`config.mk`:
```
export PLATFORM = sky130hd
export DESIGN_NAME = imuts_div
export DESIGN_NICKNAME = d
export VERILOG_FILES = /design/src/rtl/core/imuts_pkg.sv /design/src/rtl/core/imuts_div.sv
export SDC_FILE = /design/constraint.sdc
export NUM_CORES = 1
export LEC_CHECK = 0
export BUFFER_PORTS_ARGS = -buffer_cell sky130_fd_sc_hd__buf_2
export CAP_MARGIN = 40
export CORE_MARGIN = 2
export CORE_UTILIZATION = 45
export CTS_BUF_LIST = sky130_fd_sc_hd__clkbuf_4 sky130_fd_sc_hd__clkbuf_8 sky130_fd_sc_hd__clkbuf_16
export DETAILED_ROUTE_END_ITERATION = 7
export GPL_TIMING_DRIVEN = 1
export MAX_ROUTING_LAYER = met4
export PLACE_DENSITY = 0.67
export SLEW_MARGIN = 20
export SYNTH_ARGS = -nofsm -noshare
export SYNTH_HDL_FRONTEND = slang
export SYNTH_SLANG_ARGS = --single-unit
```
`constraint.sdc`:
```
create_clock -name clock -period 3.2 [get_ports clock]
set_clock_uncertainty 0.1 [all_clocks]
set_input_delay 0.48 -clock clock [delete_from_list [all_inputs] [get_ports clock]]
set_output_delay 0.48 -clock clock [all_outputs]
set_load 0.01 [all_outputs]
```
`src/rtl/core/imuts_pkg.sv`:
```
package imuts_pkg;

   localparam int FifoDepth = 16;
   localparam int PtrW = $clog2(FifoDepth);
   localparam int CntW = $clog2(FifoDepth + 1);
   localparam int NumCh = 10;
   localparam int ChW = $clog2(NumCh);
   localparam logic [23:0] GapReset = 24'd200000;

   typedef struct packed {
      logic        func;
      logic [47:0] stamp;
      logic signed [31:0] acc_x;
      logic signed [31:0] acc_y;
      logic signed [31:0] acc_z;
      logic signed [31:0] rate_x;
      logic signed [31:0] rate_y;
      logic signed [31:0] rate_z;
      logic signed [31:0] quat_x;
      logic signed [31:0] quat_y;
      logic signed [31:0] quat_z;
      logic signed [31:0] quat_w;
   } req_type;

   typedef struct packed {
      logic        ok;
      logic [47:0] out_stamp;
      logic signed [31:0] out_acc_x;
      logic signed [31:0] out_acc_y;
      logic signed [31:0] out_acc_z;
      logic signed [31:0] out_rate_x;
      logic signed [31:0] out_rate_y;
      logic signed [31:0] out_rate_z;
      logic signed [31:0] out_quat_x;
      logic signed [31:0] out_quat_y;
      logic signed [31:0] out_quat_z;
      logic signed [31:0] out_quat_w;
   } rsp_type;

   // sample entry: stamp plus ten channels
   typedef struct packed {
      logic [47:0] stamp;
      logic [NumCh-1:0][31:0] ch;
   } entry_type;

   // shared divider request/response; numerator is {hi, num}, hi must be below den
   typedef struct packed {
      logic        start;
      logic [15:0] hi;
      logic [63:0] num;
      logic [63:0] den;
   } div_req_type;

   typedef struct packed {
      logic        done;
      logic [63:0] quo;
      logic [63:0] rem;
   } div_rsp_type;

   function automatic logic signed [31:0] sat32(input logic signed [65:0] v);
      if (v > 66'sd2147483647) begin
         return 32'sh7fffffff;
      end else if (v < -66'sd2147483648) begin
         return 32'sh80000000;
      end else begin
         return v[31:0];
      end
   endfunction

endpackage

```
`src/rtl/core/imuts_div.sv`:
```
// Restoring divider, one quotient bit per cycle, 64-bit unsigned quotient.
// The partial remainder starts at the high numerator part.
module imuts_div (
   input  logic                   clock,
   input  logic                   reset,
   input  imuts_pkg::div_req_type div_req,
   output imuts_pkg::div_rsp_type div_rsp
);
   import imuts_pkg::*;

   logic [63:0] quo_ff, quo_in;
   logic [64:0] rem_ff, rem_in;
   logic [63:0] den_ff, den_in;
   logic [6:0]  cnt_ff, cnt_in;
   logic        busy_ff, busy_in;
   logic        done_ff, done_in;
   logic [64:0] trial;

   always_comb begin
      quo_in = quo_ff;
      rem_in = rem_ff;
      den_in = den_ff;
      cnt_in = cnt_ff;
      busy_in = busy_ff;
      done_in = 1'b0;
      trial = {rem_ff[63:0], quo_ff[63]};
      if (div_req.start) begin
         quo_in = div_req.num;
         rem_in = {49'b0, div_req.hi};
         den_in = div_req.den;
         cnt_in = 7'd64;
         busy_in = 1'b1;
      end else if (busy_ff) begin
         if (trial >= {1'b0, den_ff}) begin
            rem_in = trial - {1'b0, den_ff};
            quo_in = {quo_ff[62:0], 1'b1};
         end else begin
            rem_in = trial;
            quo_in = {quo_ff[62:0], 1'b0};
         end
         cnt_in = cnt_ff - 7'd1;
         if (cnt_ff == 7'd1) begin
            busy_in = 1'b0;
            done_in = 1'b1;
         end
      end
   end

   always_ff @(posedge clock) begin
      quo_ff <= quo_in;
      rem_ff <= rem_in;
      den_ff <= den_in;
      cnt_ff <= cnt_in;
      if (reset) begin
         busy_ff <= 1'b0;
         done_ff <= 1'b0;
      end else begin
         busy_ff <= busy_in;
         done_ff <= done_in;
      end
   end

   assign div_rsp.done = done_ff;
   assign div_rsp.quo  = quo_ff;
   assign div_rsp.rem  = rem_ff[63:0];
endmodule

```
==> impl_metrics.yaml, run 1 <==
outcome:
  status: "complete, but fails checks"
  violations: "setup timing"
setup_path:
  cpMostUsedCell: "or4_4"
  cp_slowest_stage_delay_ns: 0.49
  arrival_ns: 3.73
  timing.rr.start: "den_ff[40]"
  required_ns: 3.54
  crit_start: "den_ff[40]"
  startpoint_type: "flop"
  critPathKind: "flop to flop"
  cpMaxStageDelayCell: "or4_4"
  cp_cell_sequence: "inv_2 -> ha_4 -> nand2_1 -> or4_4 -> or4_4 -> nor3_4 -> o2111ai_4 -> nand2_2 -> o21ai_4 -> buf_6 -> buf_12 -> or3_4 -> a311oi_2"
  crit_fanout: 6
  endpoint_kind: "flop"
sta:
  timing.hold.ws_ns: 0.0159
  finalSetupViolCount: 52
  period_needed_ns: 3.39
  worst_slack_ns: -0.189
  fmax_mhz: 295
  period_share_pct: 106
  rsz0062_at_grt: "true"
  drv_slew: 0
  tightest_slew_ns: 0.777
  slew-limit-headroom_pct: 47.7
  hold_violations: 0
yosys:
  synth_area_leaders: "edfxtp_1 35%, dfxtp_1 9.4%, ha_1 6.8%"
  ys_ff_latch: 201
  ys.flop_type: "edfxtp_1"
  synth_nets: 1473
  yosysTopAreaCellShare_pct: 35.4
  yosys_warnings: 0
  synthDistinctLibCells: 72
  netlist_area_mm2: 0.0122
  async_reset_ff_share_pct: 0
  synth_common_cells: "144 x edfxtp_1, 118 x a21oi_1, 104 x inv_1, 104 x nand2_1, 103 x nor2_1"
  avgSynthCellArea_um2: 9.69
  synth_top_area_cell: "edfxtp_1"
  synthesis.instances: 1259
  synth.most_common_cell: "edfxtp_1"
  synth_edf_count: 144
  ys_seq_area_share_pct: 44.8
placed_design:
  dp_cells: 2014
  dp_hpwl_um: 29000
  io_buffers: 275
  gp_congestion: 0.911
floorplanning:
  rows: 60
  die_h_um: 169
  die_area_mm2: 0.0285
  fp.dieW_um: 169
  core_region_area_mm2: 0.0268
  start_util_pct: 45.5
  ios: 276
power_and_ir_drop:
  ir_drop_mv: 0.476
  p_leak_nw: 7.85
  p_per_area_mw_per_mm2: 492
  power_mw: 8.93
job:
  maxCapViolCount: 0
cts:
  clockBufferDepth: 3
  cts_buffers: 23
  cts_root_buf: "clkbuf_16"
  tritoncts: "yes"
  clkSlewWorstSetupHoldPaths_ns: 0.06
  h-tree-depth: 1
  clock-sinks: 201
  clock_latency_ns: 0.53
finish:
  seq_area_mm2: 0.00547
  drive_above_1_share_pct: 49.0
  synthToLayoutAreaGrowth_pct: 48.6
  multi_input_area_mm2: 0.00742
  nNetsFinal: 1965
  fillCellCount: 2095
  layoutNonFillerInstCount: 2110
routing:
  dr_total_vias: 11766
  routed_wl_um: 40500
  wl_per_cell_um: 19.2
  route.detailed.drc: 0
  dr.pass1.iters: 5
  viasPerCell: 5.58
  first_iter_violations: 735
  antenna_left: 0
grt:
  grt.overflow.total: 0
  antenna_found_initial: 2
  grt_max_degree: 82
  grt_util_all_layers_pct: 27.1
  grt_first_pass_wirelength_um: 60000
  grt_pass1_vias: 11619
min_path:
  hold_path.class: "input pin to flop"
  hp-start: "div_req[44]"
-- path summary, 6_finish.rpt --
path / endpoint / slack, ns / depth (start not counted)
worst max register to register: rem_ff[59] / -0.19 / 13
worst min register to register: cnt_ff[1] / 0.40 / 2
worst min-delay path: den_ff[44] / 0.02 / 1
worst max-delay path: rem_ff[59] / -0.19 / 13
-- sequential cells by signal (all words and copies together) (netlist names) --
register and cells:
den_ff 64, quo_ff 64, rem_ff 64, cnt_ff 7, busy_ff 1, done_ff 1
-- layer usage --
metal | vias to the layer above | GRT usage (%) | part of all wire (%)
li1 | 5600 | - | -
met1 | 5648 | 32.9 | 41
met2 | 443 | 46.1 | 49
met3 | 75 | 4.98 | 7.0
met4 | 0 | 7.83 | 2.9
met5 | - | - | 0
-- report_power, final --
part           total, mW  switching (mW)  internal (mW)  leakage (nW)
Clock               2.54            1.08           1.46         0.359
Sequential          3.23           0.156           3.07          1.90
Combinational       3.16            1.66           1.50          5.60
-- stage by stage --
step	TNS, ns	worst slack (ns)	utilization (%)	instance area [µm²]
detailed placement	-10.48	-0.290	57.4	15400
global placement	-10.03	-0.263	57.4	15400
CTS	-0.973	-0.137	63.3	17000
global route	-10.16	-0.295	67.7	18100
floorplan	-0.151	-0.143	-	12200
finish	-3.20	-0.189	67.7	18100
-- cells by family (layout without fill, tap and decap cells) --
group / after synthesis / in the layout / synth area share [%]
flops: 201 / 201 / 44.8
fa+ha+maj: 67 / 67 / 6.93
simple gates: 329 / 329 / 12.5
buf+inv: 171 / 679 / 5.59
mux: 73 / 73 / 6.70
compound gates: 361 / 361 / 19.4
xor+xnor: 57 / 57 / 4.09
other cells: 0 / 2 / 0
-- cell type report --
cell class	instances	share of cell area, %
diodes	2	0.0276
clock buffers	33	3.69
clock inverters	8	0.283
inverters	104	2.15
multi-input cells	887	40.9
flip-flops and latches	201	30.2
well taps	341	2.35
repair buffers	534	20.4
-- critical path, delay by kind of cell (launching register included) --
kind            cells  cell delay (ns)
buf+inv             3             0.32
fa+ha+maj           1             0.27
compound gates      3             0.49
simple gates        6             1.77
flops               1             0.34
-- timing repair --
action,CTS,global route
hold endpoints to repair,3,0
hold buffers,3,0
setup endpoints to repair,62,65
resized for setup,95,214
setup buffers,24,24
cloned,4,5
pin swaps,40,104
-- cell usage in the layout (no fill, tap or decap), types with 55 or more instances in the layout --
master and count:
buf_2 274, buf_4 216, edfxtp_1 144, nor2_1 94, inv_1 90, nand2_1 82, a21oi_1 81, mux2_2 68
dfxtp_1 55
Power figures use the tool's default switching activity.
==> run 2: changes to the inputs <==
--- a/config.mk
+++ b/config.mk
@@ -5,6 +5,7 @@
 export SDC_FILE = /design/constraint.sdc
 export NUM_CORES = 1
 export LEC_CHECK = 0
+export ABC_AREA = 1
 export BUFFER_PORTS_ARGS = -buffer_cell sky130_fd_sc_hd__buf_2
 export CAP_MARGIN = 40
 export CORE_MARGIN = 2
@@ -13,7 +14,7 @@
 export DETAILED_ROUTE_END_ITERATION = 7
 export GPL_TIMING_DRIVEN = 1
 export MAX_ROUTING_LAYER = met4
-export PLACE_DENSITY = 0.67
+export PLACE_DENSITY = 0.66
 export SLEW_MARGIN = 20
 export SYNTH_ARGS = -nofsm -noshare
 export SYNTH_HDL_FRONTEND = slang
==> run 2 against run 1 <==
The run now ends clean; critical path depth up 4; global-route usage up 3.8 points; register-to-register slack better by 0.41 ns; cell area down 2.8%; synthesized area up 19%; largest cell class unchanged.
==> impl_metrics.yaml, run 2 <==
outcome:
  status: "finished, final reports clean"
sta:
  timing.hold.ws_ns: 0.0182
  drv_slew: 0
  slew-limit-headroom_pct: 50.8
  fmax_mhz: 336
  finalSetupViolCount: 0
  rsz0062_at_grt: "false"
  period_needed_ns: 2.98
  hold_violations: 0
  fin_tns_setup_ns: 0
  period_share_pct: 93.1
  tightest_slew_ns: 0.738
setup_path:
  critPathKind: "flop to flop"
  cp_top_family: "simple AND/OR/NAND/NOR gates"
  ff2ff_path_depth: 17
  endpoint_kind: "flop"
  cp_slowest_stage_delay_ns: 0.40
  startpoint_type: "flop"
  cp_cell_sequence: "ha_1 -> nand2_2 -> inv_2 -> nand2_1 -> nand2_1 -> inv_2 -> nand3_2 -> nand2_2 -> nand2_2 -> nand2_1 -> nand2_2 -> nand2_4 -> buf_4 -> buf_16 -> nand3b_1 -> nand3_1 -> nand2_1"
  arrival_ns: 3.17
  cp.depth: 17
  crit_buf_inv: 4
  cpMaxStageDelayCell: "edfxtp_1"
  required_ns: 3.39
  crit_fanout: 48
yosys:
  ys.flop_type: "edfxtp_1"
  avgSynthCellArea_um2: 6.66
  synth_nets: 2400
  synth_top_area_cell: "edfxtp_1"
  yosysTopAreaCellShare_pct: 29.7
  async_reset_ff_share_pct: 0
  synth_common_cells: "947 x nand2_1, 424 x inv_1, 144 x edfxtp_1"
  synth_area_leaders: "edfxtp_1 30%, nand2_1 24%, inv_1 11%"
  netlist_area_mm2: 0.0146
  ys_ff_latch: 201
  synth_edf_count: 144
  synthesis.instances: 2186
  synth.most_common_cell: "nand2_1"
  ys_seq_area_share_pct: 37.5
  synthDistinctLibCells: 40
  yosys_warnings: 0
floorplanning:
  start_util_pct: 45.9
  die_h_um: 184
  ios: 276
  core_region_area_mm2: 0.0317
  fp.dieW_um: 184
  rows: 65
  die_area_mm2: 0.0338
placed_design:
  dp_hpwl_um: 40900
  dp_cells: 2833
  io_buffers: 275
  gp_congestion: 0.990
finish:
  final_common_cell: "nand2_1"
  drive_above_1_share_pct: 15.5
  nNetsFinal: 2721
  synthToLayoutAreaGrowth_pct: 21.1
  mostFrequentLayoutCells: "947 x nand2_1, 422 x inv_1, 274 x buf_2"
  layoutNonFillerInstCount: 2930
  top_regs: "den_ff: 64 flops, quo_ff: 64 flops, rem_ff: 64 flops"
grt:
  grt_pass1_vias: 13712
  grt_first_pass_wirelength_um: 77300
  grt_util_all_layers_pct: 30.9
  antenna_found_initial: 2
  grt_max_degree: 85
  grt.overflow.total: 0
cts:
  cts_setup_buffers: 0
  cts_buffers: 24
  clock_latency_ns: 0.56
  clock-sinks: 201
  clkSlewWorstSetupHoldPaths_ns: 0.06
  h-tree-depth: 1
  tritoncts: "yes"
  clockBufferDepth: 3
  cts_root_buf: "clkbuf_16"
power_and_ir_drop:
  p_leak_nw: 10.0
  power_mw: 7.14
  ir_drop_mv: 0.404
  p_per_area_mw_per_mm2: 405
min_path:
  hold_path.class: "input pin to flop"
  hold_path_depth: 1
routing:
  route.detailed.drc: 0
  dr.pass1.iters: 5
  viasPerCell: 4.91
  first_iter_violations: 1078
  dr_total_vias: 14375
  wl_per_cell_um: 17.3
  routed_wl_um: 50800
  antenna_left: 0
job:
  maxCapViolCount: 0
==> run 2: cell types whose count changed after synthesis, moves of 30 or more <==
cell      delta
o21ai_0     -33
a211oi_1    -30
mux2_2      -68
a21oi_1     -62
nand3_1    +110
nand3b_1    +41
inv_1      +320
nand2_1    +843
==> run 2: worst paths after layout <==
path,startpoint,end,slack [ns]
setup / recovery,rem_ff[7],rem_ff[15],0.22
hold / removal,div_req[62],den_ff[62],0.02
setup reg to reg,rem_ff[7],rem_ff[15],0.22
hold reg to reg,rem_ff[46],rem_ff[46],0.39
==> run 2: worst reg2reg max path, stage by stage (launching register included) <==
cell      delay, ns
edfxtp_1       0.40
ha_1           0.39
nand2_2        0.13
inv_2          0.03
nand2_1        0.06
nand2_1        0.08
inv_2          0.06
nand3_2        0.14
nand2_2        0.10
nand2_2        0.09
nand2_1        0.12
nand2_2        0.08
nand2_4        0.07
buf_4          0.28
buf_16         0.29
nand3b_1       0.15
nand3_1        0.09
nand2_1        0.05
==> run 2: per-stage QoR <==
| stage | cell area, µm² | util, % | setup WS (ns) |
|---|---|---|---|
| final | 17600 | 55.6 | 0.220 |
| after global routing | 17600 | 55.6 | 0.00882 |
| after CTS | 17600 | 55.4 | 0.0101 |
| after detailed placement | 16300 | 51.5 | 0.0415 |
| after global placement | 16300 | 51.5 | 0.193 |
| after floorplan | 14600 | - | 0.823 |
==> run 2: per-layer routing <==
| layer | wire [µm] | track usage, % |
|---|---|---|
| met4 | 1450 | 7.71 |
| met3 | 3290 | 4.04 |
| met2 | 22800 | 49.5 |
| met1 | 23200 | 41.4 |
| met5 | 0 | - |
==> run 2: power by group <==
group          internal [mW]  switching [mW]
logic                  0.510           0.882
clock network           1.50            1.13
registers               3.01          0.0996
total                   5.03            2.12
==> run 2: cells by family after synthesis <==
| kind of cell | after synthesis | synth area share (%) |
|---|---|---|
| AND/OR/NAND/NOR | 1303 | 37.8 |
| buffers and inverters | 485 | 13.3 |
| flip-flops | 201 | 37.5 |
| AO/OA/AOI/OAI | 98 | 3.60 |
| adder cells (fa/ha/maj) | 67 | 5.81 |
| XOR/XNOR | 32 | 1.93 |
==> run 2: cell type report <==
class	count	area (µm²)
fillers	3241	14100
multi-input cells	1500	7160
flip-flops and latches	201	5470
repair buffers	344	2100
inverters	436	1640
clock buffers	35	689
well taps	402	503
clock inverters	9	68.8
diodes	3	7.51
==> run 2: timing repair <==
action | 4_1_cts | 5_1_grt
gates resized for setup | 0 | 0
hold endpoints to repair | 48 | 0
hold buffers | 48 | 0
==> run 3: changes to the inputs <==
--- a/config.mk
+++ b/config.mk
@@ -14,7 +14,7 @@
 export DETAILED_ROUTE_END_ITERATION = 7
 export GPL_TIMING_DRIVEN = 1
 export MAX_ROUTING_LAYER = met4
-export PLACE_DENSITY = 0.66
+export PLACE_DENSITY = 0.63
 export SLEW_MARGIN = 20
 export SYNTH_ARGS = -nofsm -noshare
 export SYNTH_HDL_FRONTEND = slang
==> constraint.sdc (replaced) <==
create_clock -name clock -period 3.35 [get_ports clock]
set_clock_uncertainty 0.1 [all_clocks]
set_input_delay 0.5025 -clock clock [delete_from_list [all_inputs] [get_ports clock]]
set_output_delay 0.5025 -clock clock [all_outputs]
set_load 0.01 [all_outputs]
==> run 3 against run 2 <==
Wire length up 2.9%; cell area fell by 1.6%; flip-flop and latch count unchanged; hold slack worse by 0.0060 ns; via count rose by 0.49%; cell count decreased by 1.3%; worst setup slack better by 0.094 ns; clock power hardly changed; global-route usage is 0.89 points higher; fmax fell by 1.9%; non-clock buffer count down 35; largest power group unchanged; highest routed layer unchanged.
==> impl_metrics.yaml, run 3 (synthesis gave the netlist of run 2 again) <==
grt:
  grt_util_all_layers_pct: 31.7
  antenna_found_initial: 0
  grt_first_pass_wirelength_um: 79400
  grt.overflow.total: 0
  grt_pass1_vias: 13811
  grt_max_degree: 74
sta:
  period_share_pct: 90.6
  hold_violations: 0
  slew-limit-headroom_pct: 52.1
  tightest_slew_ns: 0.713
  fmax_mhz: 329
  finalSetupViolCount: 0
  drv_slew: 0
  rsz0062_at_grt: "false"
  period_needed_ns: 3.04
  worst_slack_ns: 0.314
  fin_tns_setup_ns: 0
finish:
  fillCellCount: 3149
  diodes: 0
  nNetsFinal: 2686
  multi_input_area_mm2: 0.00716
  top_regs: "den_ff: 64 flops, quo_ff: 64 flops, rem_ff: 64 flops"
  synthToLayoutAreaGrowth_pct: 19.1
  seq_area_mm2: 0.00547
  final_common_cell: "nand2_1"
  drive_above_1_share_pct: 15.7
  mostFrequentLayoutCells: "947 x nand2_1, 422 x inv_1, 274 x buf_2"
floorplanning:
  core_region_area_mm2: 0.0317
  ios: 276
  die_area_mm2: 0.0338
  start_util_pct: 45.9
  fp.dieW_um: 184
  die_h_um: 184
  rows: 65
routing:
  antenna_left: 0
  first_iter_violations: 1241
  route.detailed.drc: 0
  dr_total_vias: 14445
  wl_per_cell_um: 18.1
  viasPerCell: 5.00
  dr.pass1.iters: 7
  routed_wl_um: 52300
cts:
  cts_root_buf: "clkbuf_16"
  clock-sinks: 201
  clkSlewWorstSetupHoldPaths_ns: 0.06
  tritoncts: "yes"
  clockBufferDepth: 3
  clock_latency_ns: 0.56
  cts_buffers: 24
  h-tree-depth: 1
placed_design:
  gp_congestion: 1.00
  dp_slack_ns: 0.424
  dp_hpwl_um: 41900
  io_buffers: 275
setup_path:
  endpoint_kind: "flop"
  arrival_ns: 3.24
  cpMostUsedCell: "nand2_1"
  cp_slowest_stage_delay_ns: 0.41
  startpoint_type: "flop"
  critPathKind: "flop to flop"
  required_ns: 3.56
  crit_fanout: 65
  cp_cell_sequence: "ha_1 -> nand2_1 -> nand2_1 -> inv_1 -> nand2_1 -> inv_2 -> nand3_2 -> nand2_2 -> nand2_2 -> nand2_1 -> nand2_2 -> nand2_4 -> buf_12 -> nand3b_2 -> nand3_1 -> nand2_1"
  cpMaxStageDelayCell: "edfxtp_1"
min_path:
  hold_path.class: "input pin to flop"
power_and_ir_drop:
  p_leak_nw: 9.89
  ir_drop_mv: 0.618
  p_per_area_mw_per_mm2: 401
outcome:
  status: "finished, final reports clean"
job:
  maxCapViolCount: 0
-- run 3: final timing paths --
| check | start | end | slack (ns) | depth (start not counted) |
|---|---|---|---|---|
| worst max-delay path | rem_ff[7] | rem_ff[13] | 0.31 | 16 |
| worst min-delay path | div_req[44] | den_ff[44] | 0.01 | 1 |
| worst max register to register | rem_ff[7] | rem_ff[13] | 0.31 | 16 |
| worst min register to register | cnt_ff[6] | cnt_ff[6] | 0.38 | 2 |
-- run 3: stage by stage --
step                power [mW]  utilization [%]  cell area, µm²  hold slack [ns]  std cells
finish                    6.95             54.7           17300           0.0122       2891
global route              7.24             54.7           17300         0.000462       2891
CTS                       6.98             54.5           17300         0.000179       2888
detailed placement        4.30             51.6           16400            0.366       2832
global placement          4.29             51.6           16400            0.360       2832
floorplan                 3.79                -           14600            0.349       2186
-- run 3: timing repair --
action	in CTS	in global routing
hold endpoints to repair	13	2
setup endpoints to repair	0	0
gates resized for setup	0	0
buffers inserted	0	0
hold buffers	13	2
-- run 3: final cells by class --
| class | instances | area share [%] |
|---|---|---|
| Clock inverter | 6 | 0.455 |
| Tap cell | 402 | 2.90 |
| Multi-Input combinational cell | 1500 | 41.3 |
| Inverter | 436 | 9.45 |
| Clock buffer | 37 | 4.14 |
| Sequential cell | 201 | 31.5 |
| Timing Repair Buffer | 309 | 10.3 |
-- run 3: worst max-delay path: cells and delay by family (launching register included) --
family | cells | cell delay [ns]
buffers and inverters | 3 | 0.48
flip-flops | 1 | 0.41
AND/OR/NAND/NOR | 12 | 1.35
adder cells (fa/ha/maj) | 1 | 0.41
-- run 3: metal layers --
metal / vias up / share of wire, % / global-route usage (%)
met5: - / 0 / -
met4: 0 / 2.8 / 8.35
met3: 64 / 7.9 / 4.99
met2: 584 / 44 / 49.7
met1: 6527 / 45 / 42.9
li1: 7270 / - / -
-- run 3: power by group --
group          internal, mW  switching (mW)  leakage, nW  total [mW]
clock                  1.56            1.11        0.402        2.66
sequential             2.88          0.0923         1.91        2.97
combinational         0.469           0.845         7.58        1.31
total                  4.90            2.04         9.89        6.95
